<file path="src/hw/rtl/cdtp_pkg.sv">
// shared widths, codes and result types of the cnf token parser
`default_nettype none

package cdtp_pkg;

    // field widths
    localparam int INDEX_BITS = 31;
    localparam int LINE_BITS  = 24;
    localparam int KIND_BITS  = 2;
    localparam int ERR_BITS   = 3;
    localparam int FOUND_BITS = 9;
    localparam int BYTE_BITS  = 8;

    // stream widths: payload packed from the lowest bit, padded to bytes
    localparam int PAYLOAD_BITS = 1 + INDEX_BITS + 1 + 1 + ERR_BITS + FOUND_BITS + LINE_BITS;
    localparam int TDATA_BITS   = ((PAYLOAD_BITS + 7) / 8) * 8;

    // result queue
    localparam int QUEUE_DEPTH = 4;
    localparam int PTR_BITS    = $clog2(QUEUE_DEPTH);
    localparam int CNT_BITS    = $clog2(QUEUE_DEPTH + 1);

    typedef logic [KIND_BITS-1:0]  t_kind;
    typedef logic [ERR_BITS-1:0]   t_err;
    typedef logic [FOUND_BITS-1:0] t_found;

    // token kinds
    localparam t_kind KIND_LITERAL    = 2'd0;
    localparam t_kind KIND_CLAUSE_END = 2'd1;
    localparam t_kind KIND_ERROR      = 2'd2;
    localparam t_kind KIND_FINISHED   = 2'd3;

    // error codes
    localparam t_err ERR_NONE        = 3'd0;
    localparam t_err ERR_DIGIT       = 3'd1;
    localparam t_err ERR_EMPTY       = 3'd2;
    localparam t_err ERR_NO_ZERO     = 3'd3;
    localparam t_err ERR_NO_CLAUSES  = 3'd4;
    localparam t_err ERR_OVERFLOW    = 3'd5;

    // found byte value that stands for end of text
    localparam t_found FOUND_END = 9'd256;

    // characters
    localparam logic [BYTE_BITS-1:0] CH_LF    = 8'h0A;
    localparam logic [BYTE_BITS-1:0] CH_TAB   = 8'h09;
    localparam logic [BYTE_BITS-1:0] CH_VT    = 8'h0B;
    localparam logic [BYTE_BITS-1:0] CH_FF    = 8'h0C;
    localparam logic [BYTE_BITS-1:0] CH_CR    = 8'h0D;
    localparam logic [BYTE_BITS-1:0] CH_SPACE = 8'h20;
    localparam logic [BYTE_BITS-1:0] CH_C     = 8'h63;
    localparam logic [BYTE_BITS-1:0] CH_P     = 8'h70;
    localparam logic [BYTE_BITS-1:0] CH_MINUS = 8'h2D;
    localparam logic [BYTE_BITS-1:0] CH_ZERO  = 8'h30;
    localparam logic [BYTE_BITS-1:0] CH_NINE  = 8'h39;

    // payload, first member in the highest bits so negated lands at bit 0
    typedef struct packed {
        logic [LINE_BITS-1:0]  line;
        t_found                found;
        t_err                  err;
        logic                  conj;
        logic                  first;
        logic [INDEX_BITS-1:0] idx;
        logic                  neg;
    } t_payload;

    typedef struct packed {
        t_kind    kind;
        logic     last;
        t_payload data;
    } t_result;

endpackage

`default_nettype wire

</file>
<file path="src/hw/rtl/cnf_dimacs_token_parser_top.sv">
// cnf token parser top level: byte stream in, literal and clause tokens out
// each result is written into the registered result queue by the byte transfer that causes it
// throughput: one byte per cycle while the queue has room; end of text may give two results
// the input stalls only while the four-entry result queue holds more than two results
// reset (synchronous, active low) clears the parse state, sets the line counter to one
// and empties the result queue; errors and end of text halt the parser until reset
`default_nettype none

module cnf_dimacs_token_parser_top (
    input  wire logic                            i_clk,
    input  wire logic                            i_rst_n,
    // input stream
    input  wire logic                            i_s_tvalid,
    output logic                                 o_s_tready,
    input  wire logic [cdtp_pkg::BYTE_BITS-1:0]  i_s_tdata,   // text_byte
    input  wire logic                            i_s_tuser,   // end_of_input
    // result stream
    output logic                                 o_m_tvalid,
    input  wire logic                            i_m_tready,
    // negated, variable_index, first_in_clause, needs_conjunction, error_code,
    // found_byte, line_number, zero padding
    output logic [cdtp_pkg::TDATA_BITS-1:0]      o_m_tdata,
    output logic [cdtp_pkg::KIND_BITS-1:0]       o_m_tuser,   // token_kind
    output logic                                 o_m_tlast    // last
);

    localparam int IDX = cdtp_pkg::INDEX_BITS;

    // parse modes
    localparam logic [2:0] M_START    = 3'd0;
    localparam logic [2:0] M_SKIPLINE = 3'd1;
    localparam logic [2:0] M_SIGNED   = 3'd2;
    localparam logic [2:0] M_NUMBER   = 3'd3;
    localparam logic [2:0] M_HALT     = 3'd4;

    // parse state
    logic [2:0]                      r_mode,  n_mode;
    logic                            r_minus, n_minus;
    logic [IDX-1:0]                  r_acc,   n_acc;
    logic                            r_open,  n_open;
    logic                            r_seen,  n_seen;
    logic [cdtp_pkg::LINE_BITS-1:0]  r_line,  n_line;

    // result queue
    cdtp_pkg::t_result               r_q [cdtp_pkg::QUEUE_DEPTH];
    logic [cdtp_pkg::PTR_BITS-1:0]   r_wr, r_rd;
    logic [cdtp_pkg::CNT_BITS-1:0]   r_count;

    logic                            w_in_xfer, w_out_xfer;
    logic                            w_digit, w_space, w_overflow;
    logic [3:0]                      w_d;
    logic [IDX+3:0]                  w_prod;
    logic [cdtp_pkg::LINE_BITS-1:0]  w_line;
    cdtp_pkg::t_result               w_tok, res0, res1;
    logic                            w_tok_ok, w_tok_open, w_tok_seen;
    logic [1:0]                      n_push;

    // error result with the given code and found byte
    function automatic cdtp_pkg::t_result make_error(
        input cdtp_pkg::t_err              err,
        input cdtp_pkg::t_found            found,
        input logic [cdtp_pkg::LINE_BITS-1:0] line
    );
        cdtp_pkg::t_result r;
        r            = '0;
        r.kind       = cdtp_pkg::KIND_ERROR;
        r.data.err   = err;
        r.data.found = found;
        r.data.line  = line;
        return r;
    endfunction

    // end-of-text result from the clause flags
    function automatic cdtp_pkg::t_result finish_res(
        input logic                        open,
        input logic                        seen,
        input logic [cdtp_pkg::LINE_BITS-1:0] line
    );
        cdtp_pkg::t_result r;
        if (open) begin
            r = make_error(cdtp_pkg::ERR_NO_ZERO, '0, line);
        end else if (!seen) begin
            r = make_error(cdtp_pkg::ERR_NO_CLAUSES, '0, line);
        end else begin
            r           = '0;
            r.kind      = cdtp_pkg::KIND_FINISHED;
            r.data.line = line;
        end
        return r;
    endfunction

    assign w_in_xfer  = i_s_tvalid && o_s_tready;
    assign w_out_xfer = o_m_tvalid && i_m_tready;

    // halted parser swallows everything; otherwise room for two results is needed
    assign o_s_tready = (r_mode == M_HALT) ||
                        (r_count <= cdtp_pkg::CNT_BITS'(cdtp_pkg::QUEUE_DEPTH - 2));

    // character classes
    assign w_digit = i_s_tdata inside {[cdtp_pkg::CH_ZERO:cdtp_pkg::CH_NINE]};
    assign w_space = i_s_tdata inside {cdtp_pkg::CH_SPACE, cdtp_pkg::CH_TAB, cdtp_pkg::CH_LF,
                                       cdtp_pkg::CH_VT, cdtp_pkg::CH_FF, cdtp_pkg::CH_CR};
    assign w_d     = 4'(i_s_tdata - cdtp_pkg::CH_ZERO);

    // acc * 10 + digit, overflow when any bit above the index width is set
    assign w_prod     = {1'b0, r_acc, 3'b000} + {3'b000, r_acc, 1'b0}
                      + {{IDX{1'b0}}, w_d};
    assign w_overflow = |w_prod[IDX+3:IDX];

    // line counter after this byte, saturating
    assign w_line = (!i_s_tuser && i_s_tdata == cdtp_pkg::CH_LF && r_line != '1)
                  ? r_line + cdtp_pkg::LINE_BITS'(1) : r_line;

    // token for a finished number
    always_comb begin
        w_tok      = '0;
        w_tok_ok   = 1'b1;
        w_tok_open = r_open;
        w_tok_seen = r_seen;
        w_tok.data.line = w_line;
        if (r_acc != '0) begin
            w_tok.kind       = cdtp_pkg::KIND_LITERAL;
            w_tok.data.neg   = r_minus;
            w_tok.data.idx   = r_acc;
            w_tok.data.first = !r_open;
            w_tok.data.conj  = !r_open && r_seen;
            w_tok_open       = 1'b1;
        end else if (r_open) begin
            w_tok.kind = cdtp_pkg::KIND_CLAUSE_END;
            w_tok_open = 1'b0;
            w_tok_seen = 1'b1;
        end else begin
            w_tok    = make_error(cdtp_pkg::ERR_EMPTY, '0, w_line);
            w_tok_ok = 1'b0;
        end
    end

    // parser next state and results of the current transfer
    always_comb begin
        n_mode  = r_mode;
        n_minus = r_minus;
        n_acc   = r_acc;
        n_open  = r_open;
        n_seen  = r_seen;
        n_line  = r_line;
        res0    = '0;
        res1    = '0;
        n_push  = 2'd0;
        if (w_in_xfer && r_mode != M_HALT) begin
            n_line = w_line;
            if (i_s_tuser) begin
                n_mode = M_HALT;
                if (r_mode == M_SIGNED) begin
                    res0   = make_error(cdtp_pkg::ERR_DIGIT, cdtp_pkg::FOUND_END, w_line);
                    n_push = 2'd1;
                end else if (r_mode == M_NUMBER) begin
                    res0   = w_tok;
                    n_open = w_tok_open;
                    n_seen = w_tok_seen;
                    if (w_tok_ok) begin
                        res1   = finish_res(w_tok_open, w_tok_seen, w_line);
                        n_push = 2'd2;
                    end else begin
                        n_push = 2'd1;
                    end
                end else begin
                    res0   = finish_res(r_open, r_seen, w_line);
                    n_push = 2'd1;
                end
            end else begin
                case (r_mode)
                    M_START: begin
                        if (w_space) begin
                            n_mode = M_START;
                        end else if (i_s_tdata == cdtp_pkg::CH_C ||
                                     i_s_tdata == cdtp_pkg::CH_P) begin
                            n_mode = M_SKIPLINE;
                        end else if (i_s_tdata == cdtp_pkg::CH_MINUS) begin
                            n_minus = 1'b1;
                            n_mode  = M_SIGNED;
                        end else if (w_digit) begin
                            n_minus = 1'b0;
                            n_acc   = IDX'(w_d);
                            n_mode  = M_NUMBER;
                        end else begin
                            res0   = make_error(cdtp_pkg::ERR_DIGIT, {1'b0, i_s_tdata},
                                                w_line);
                            n_push = 2'd1;
                            n_mode = M_HALT;
                        end
                    end
                    M_SKIPLINE: begin
                        if (i_s_tdata == cdtp_pkg::CH_LF) begin
                            n_mode = M_START;
                        end
                    end
                    M_SIGNED: begin
                        if (w_digit) begin
                            n_acc  = IDX'(w_d);
                            n_mode = M_NUMBER;
                        end else begin
                            res0   = make_error(cdtp_pkg::ERR_DIGIT, {1'b0, i_s_tdata},
                                                w_line);
                            n_push = 2'd1;
                            n_mode = M_HALT;
                        end
                    end
                    M_NUMBER: begin
                        if (w_digit) begin
                            if (w_overflow) begin
                                res0   = make_error(cdtp_pkg::ERR_OVERFLOW, '0, w_line);
                                n_push = 2'd1;
                                n_mode = M_HALT;
                            end else begin
                                n_acc = w_prod[IDX-1:0];
                            end
                        end else begin
                            // terminating byte is consumed with the token
                            res0   = w_tok;
                            n_push = 2'd1;
                            n_open = w_tok_open;
                            n_seen = w_tok_seen;
                            n_mode = w_tok_ok ? M_START : M_HALT;
                        end
                    end
                    default: begin
                        n_mode = r_mode;
                    end
                endcase
            end
        end
        // mark the last result of this transfer
        if (n_push == 2'd1) begin
            res0.last = 1'b1;
        end else if (n_push == 2'd2) begin
            res1.last = 1'b1;
        end
    end

    // parse state registers
    always_ff @(posedge i_clk) begin
        if (!i_rst_n) begin
            r_mode  <= M_START;
            r_minus <= 1'b0;
            r_acc   <= '0;
            r_open  <= 1'b0;
            r_seen  <= 1'b0;
            r_line  <= cdtp_pkg::LINE_BITS'(1);
        end else begin
            r_mode  <= n_mode;
            r_minus <= n_minus;
            r_acc   <= n_acc;
            r_open  <= n_open;
            r_seen  <= n_seen;
            r_line  <= n_line;
        end
    end

    // queue pointers and fill count
    always_ff @(posedge i_clk) begin
        if (!i_rst_n) begin
            r_wr    <= '0;
            r_rd    <= '0;
            r_count <= '0;
        end else begin
            r_wr    <= r_wr + cdtp_pkg::PTR_BITS'(n_push);
            r_count <= r_count + cdtp_pkg::CNT_BITS'(n_push)
                     - cdtp_pkg::CNT_BITS'(w_out_xfer);
            if (w_out_xfer) begin
                r_rd <= r_rd + cdtp_pkg::PTR_BITS'(1);
            end
        end
    end

    // queue entries
    always_ff @(posedge i_clk) begin
        if (n_push != 2'd0) begin
            r_q[r_wr] <= res0;
        end
        if (n_push == 2'd2) begin
            r_q[r_wr + cdtp_pkg::PTR_BITS'(1)] <= res1;
        end
    end

    // result stream outputs
    assign o_m_tvalid = (r_count != '0);
    assign o_m_tdata  = cdtp_pkg::TDATA_BITS'(r_q[r_rd].data);
    assign o_m_tuser  = r_q[r_rd].kind;
    assign o_m_tlast  = r_q[r_rd].last;

    // checks
    a_queue_room: assert property (@(posedge i_clk) disable iff (!i_rst_n)
        (n_push != 2'd0) |->
            ((r_count + cdtp_pkg::CNT_BITS'(n_push)) <=
             cdtp_pkg::CNT_BITS'(cdtp_pkg::QUEUE_DEPTH)))
        else $error("result queue overrun");

    a_halt_sticky: assert property (@(posedge i_clk) disable iff (!i_rst_n)
        (r_mode == M_HALT) |=> (r_mode == M_HALT))
        else $error("parser left halt without reset");

    a_halt_silent: assert property (@(posedge i_clk) disable iff (!i_rst_n)
        (r_mode == M_HALT) |-> (n_push == 2'd0))
        else $error("halted parser produced a result");

    a_end_halts: assert property (@(posedge i_clk) disable iff (!i_rst_n)
        (w_in_xfer && i_s_tuser && r_mode != M_HALT) |=> (r_mode == M_HALT))
        else $error("end of text did not halt the parser");

    a_found_only_error: assert property (@(posedge i_clk) disable iff (!i_rst_n)
        (o_m_tvalid && o_m_tuser != cdtp_pkg::KIND_ERROR) |->
            (r_q[r_rd].data.found == '0))
        else $error("found byte set on a non-error result");

endmodule

`default_nettype wire
</file>
<file path="config.mk">
export PLATFORM = sky130hd
export DESIGN_NAME = cnf_dimacs_token_parser_top
export DESIGN_NICKNAME = d
export VERILOG_FILES = /design/src/hw/rtl/cdtp_pkg.sv /design/src/hw/rtl/cnf_dimacs_token_parser_top.sv
export SDC_FILE = /design/constraint.sdc
export NUM_CORES = 1
export LEC_CHECK = 0
export BUFFER_PORTS_ARGS = -buffer_cell sky130_fd_sc_hd__buf_2
export CAP_MARGIN = 10
export CORE_MARGIN = 2
export CORE_UTILIZATION = 55
export DETAILED_ROUTE_END_ITERATION = 8
export MAX_ROUTING_LAYER = met4
export PLACE_DENSITY = 0.78
export SETUP_SLACK_MARGIN = 0.02
export SLEW_MARGIN = 40
export SYNTH_ARGS = -nofsm -noshare
export SYNTH_HDL_FRONTEND = slang
export SYNTH_SLANG_ARGS = --single-unit
</file>
<file path="constraint.sdc">
create_clock -name i_clk -period 4.75 [get_ports i_clk]
set_input_delay 0 -clock i_clk [delete_from_list [all_inputs] [get_ports i_clk]]
set_output_delay 0 -clock i_clk [all_outputs]
set_load 0.02 [all_outputs]
</file>
==> key figures <==
Floorplan
  • DIE AREA: 34800 µm²
  • FP Rows: 66
  • Core area: ~33000 µm²
  • I/O pin cnt: 90
  • Die Y: around 190 µm
  • Starting Density: 0.561
  • Width of the die: 186 µm

Timing
  • Final setup viols: 0
  • Worst-Margin Slew: between 800 and 900 ps
  • Setup TNS: 0 ps
  • Max Fclk: around 220 MHz
  • RSZ-0062 raised after global routing: false
  • Final Hold Violating Endpoints: 0
  • Period Utilization, post-route: 0.958
  • Min Tclk post-route: roughly 4600 ps
  • Final worst clock skew: a little under 20 ps
  • Max Slew Vio Count: 0
  • Worst rel slew slack: 0.441

Synthesis
  • Mapped cell area: 18300 µm²
  • Library cells used by synthesis: 78
  • Syn. warnings: 0
  • Mean post-synth cell area: 10.1 µm²
  • Async set-reset flop share out of synthesis: 0
  • Post-synthesis cell count: ~1800
  • Synth top cells by count: nand2_1, dfxtp_1, nor2_1, nand3_1, o21ai_0
  • Seq cells post-synth: 362
  • Top post-synthesis cells by area: dfxtp_1, edfxtp_1, mux4_2
  • Sequential area share after synthesis: 0.462
  • Most area-hungry cell type in the Yosys netlist: dfxtp_1
  • Top FF cell, synth: dfxtp_1
  • EDFF count, synth: 120
  • Synth top area share: 0.265
  • Count leader, synth: nand2_1

Power and ir drop
  • Pwr Density: 389 nW/µm²
  • Power, Total: about 8000 µW
  • Sw Pwr: 2300 µW
  • Comb power frac: 0.198
  • Sequential power share: 0.438
  • Max VDD drop: approximately 0.27 mV
  • Clock network fraction of design power: 0.364
  • Pint: 5690 µW
  • Sw Ratio: 0.288
  • Leak Pwr: ~0.008 µW

Setup path
  • Data arrival, critical path: about 5000 ps
  • Critical path capture point type: flop
  • Flop2flop setup slack: around 200 ps
  • CP Data Required Time: 5180 ps
  • Worst R2R Start: r_acc[6]
  • Setup Crit Path Kind: flop to flop
  • Critical path launch point type: flop
  • CP startpoint: r_acc[6]
  • R2r endpoint: r_count[2]
  • Worst r2r path cells: 19
  • Crit-path max FO: 6
  • Worst setup path endpoint: r_count[2]

Clock network
  • Clock latency on the worst-skew pair: 540 ps
  • Clock Pin Slew Worst Setup and Hold Paths: 60 ps
  • Number of H-tree levels: 2
  • Clk buf depth: 3
  • CTS root buf: clkbuf_16
  • CTS tree: done
  • CTS buffer count: 39
  • CTS Sinks: between 300 and 400

Route
  • Wirelength, routed: a little under 50000 µm
  • DRC errors left: 0
  • Routed len/inst: roughly 21 µm
  • ANT nets after route: 0
  • First-pass DRT Iterations: 6
  • DRT iter0 DRCs: between 1000 and 1500
  • Vias/cell: 6.23
  • Total number of vias: 14561

GRT
  • Largest net degree at the start of global routing: 79
  • First-pass GRT wire length: 76500 µm
  • Global Route Usage Sum: 0.283
  • GRT overflow: 0
  • Vias in the first global route: 14194
  • Initial antenna violation count: 2

Hold path
  • Cell depth of the worst hold path: 4
  • Hold crit path type: input port to flop

Layout
  • Fillcell total: ~2600
  • Nets: 1950
  • Fraction of layout cells with a size suffix above 1: 0.163
  • Core Util, Final: 0.630
  • Synth-to-Final Area Change: 12.2%

Placement
  • Port bufs: 87
  • Final HPWL DP: 32100 µm
  • Placer Congestion: 0.946

Job
  • Max_cap viols: 0

Run status
  • Status: finished, final reports clean
## through the flow
stage               area [µm²]  hold WS [ps]  worst slack [ps]  cells
floorplan                18300           130               319   1814
global placement         19100           320               266   2253
detailed placement       19200           332               153   2256
CTS                      20500          68.5               137   2333
global route             20500           126              4.89   2339
finish                   20500          96.0               197   2339
## state kept, by name, indices dropped and copies added, names as in the netlist, named ones only
register,cells
r_acc,31
r_line,24
r_seen,1
r_count,3
r_rd,2
r_q,292
r_mode,3
r_wr,2
r_minus,1
r_open,1
## how the worst min path moves through the flow
| stage | startpoint | end | slack, ps |
|---|---|---|---|
| 6_report | i_m_tready | flop | 100 |
| 3_5_place_dp | i_s_tdata[6] | r_q[1][43] | 330 |
| 4_1_cts | i_m_tready | flop | 70 |
| 3_3_place_gp | i_s_tdata[6] | r_q[1][43] | 320 |
| 2_1_floorplan | i_s_tdata[4] | r_q[1][41] | 130 |
| 5_1_grt | i_m_tready | flop | 130 |
## placed cells by master, fill, tap and decap left out, types with 12 or more instances in the layout
| cell | n |
|---|---|
| mux2i_1 | 93 |
| buf_4 | 32 |
| clkbuf_16 | 39 |
| nand2_1 | 248 |
| ha_1 | 66 |
| inv_1 | 28 |
| xnor2_1 | 38 |
| buf_2 | 87 |
| edfxtp_1 | 120 |
| o21ai_0 | 124 |
| o31ai_1 | 31 |
| nor3_1 | 18 |
| or3_1 | 12 |
| buf_12 | 12 |
| and2_1 | 26 |
| a21oi_1 | 47 |
| nor4_1 | 12 |
| mux4_2 | 73 |
| dfxtp_1 | 237 |
| nand4_1 | 29 |
| nand3_1 | 131 |
| nor2_1 | 149 |
| xor2_1 | 33 |
## kinds of logic (layout without fill, tap and decap cells)
group / count (synthesis) / count (layout) / share of synthesized area
AO/OA/AOI/OAI: 301 / 301 / 0.103
other: 1 / 4 / 0.000205
adder cells (fa/ha/maj): 69 / 69 / 0.0484
buffers and inverters: 158 / 239 / 0.0406
flip-flops: 362 / 362 / 0.462
multiplexers: 166 / 166 / 0.141
AND/OR/NAND/NOR: 684 / 684 / 0.171
XOR/XNOR: 72 / 72 / 0.0345
## worst max-delay path, cell delays in order (launching register included)
cell     delay (ps)
dfxtp_1         540
ha_1            310
ha_1            350
a21oi_1         260
o21ai_0         150
a32o_1          270
a211o_1         280
a31oi_1         230
xnor2_1         230
nor2_4           80
a21oi_4         180
nand2_2         110
ha_1            290
inv_1            60
ha_1            140
inv_1            60
fa_1            450
xor2_2          170
xnor2_1         130
and2_1          150
## power groups by stage
stage | registers, µW | clock network (µW) | logic, µW
detailed placement | 3560 | 0 | 1560
CTS | 3490 | 2940 | 1570
global placement | 3650 | 0 | 1390
floorplan | 3470 | 0 | 1150
global route | 3510 | 3070 | 1670
finish | 3490 | 2910 | 1580
## routing by layer
layer	part of all wire	up-vias	wire length, µm	track usage
li1	-	6664	-	-
met3	0.076	102	3680	0.0453
met1	0.41	7162	20000	0.363
met2	0.48	633	23100	0.455
met4	0.033	0	1590	0.108
met5	0	-	0	-
## timing repair
action                                  4_1_cts  5_1_grt
hold buffers                                  9        0
endpoints found under the setup margin        0        1
endpoints found under the hold margin        40        0
setup buffers                                 0        4
gates resized for setup                       0       11
## layout make-up
| class | instances | area, µm² | area share |
|---|---|---|---|
| clock buffers | 50 | 1050 | 0.0510 |
| diodes | 2 | 5.00 | 0.000244 |
| flip-flops and latches | 362 | 8460 | 0.412 |
| inverters | 31 | 116 | 0.00566 |
| well taps | 442 | 553 | 0.0269 |
| clock inverters | 18 | 159 | 0.00773 |
| multi-input cells | 1294 | 9200 | 0.448 |
| repair buffers | 140 | 1010 | 0.0490 |
(Power assumes the default switching activity.)
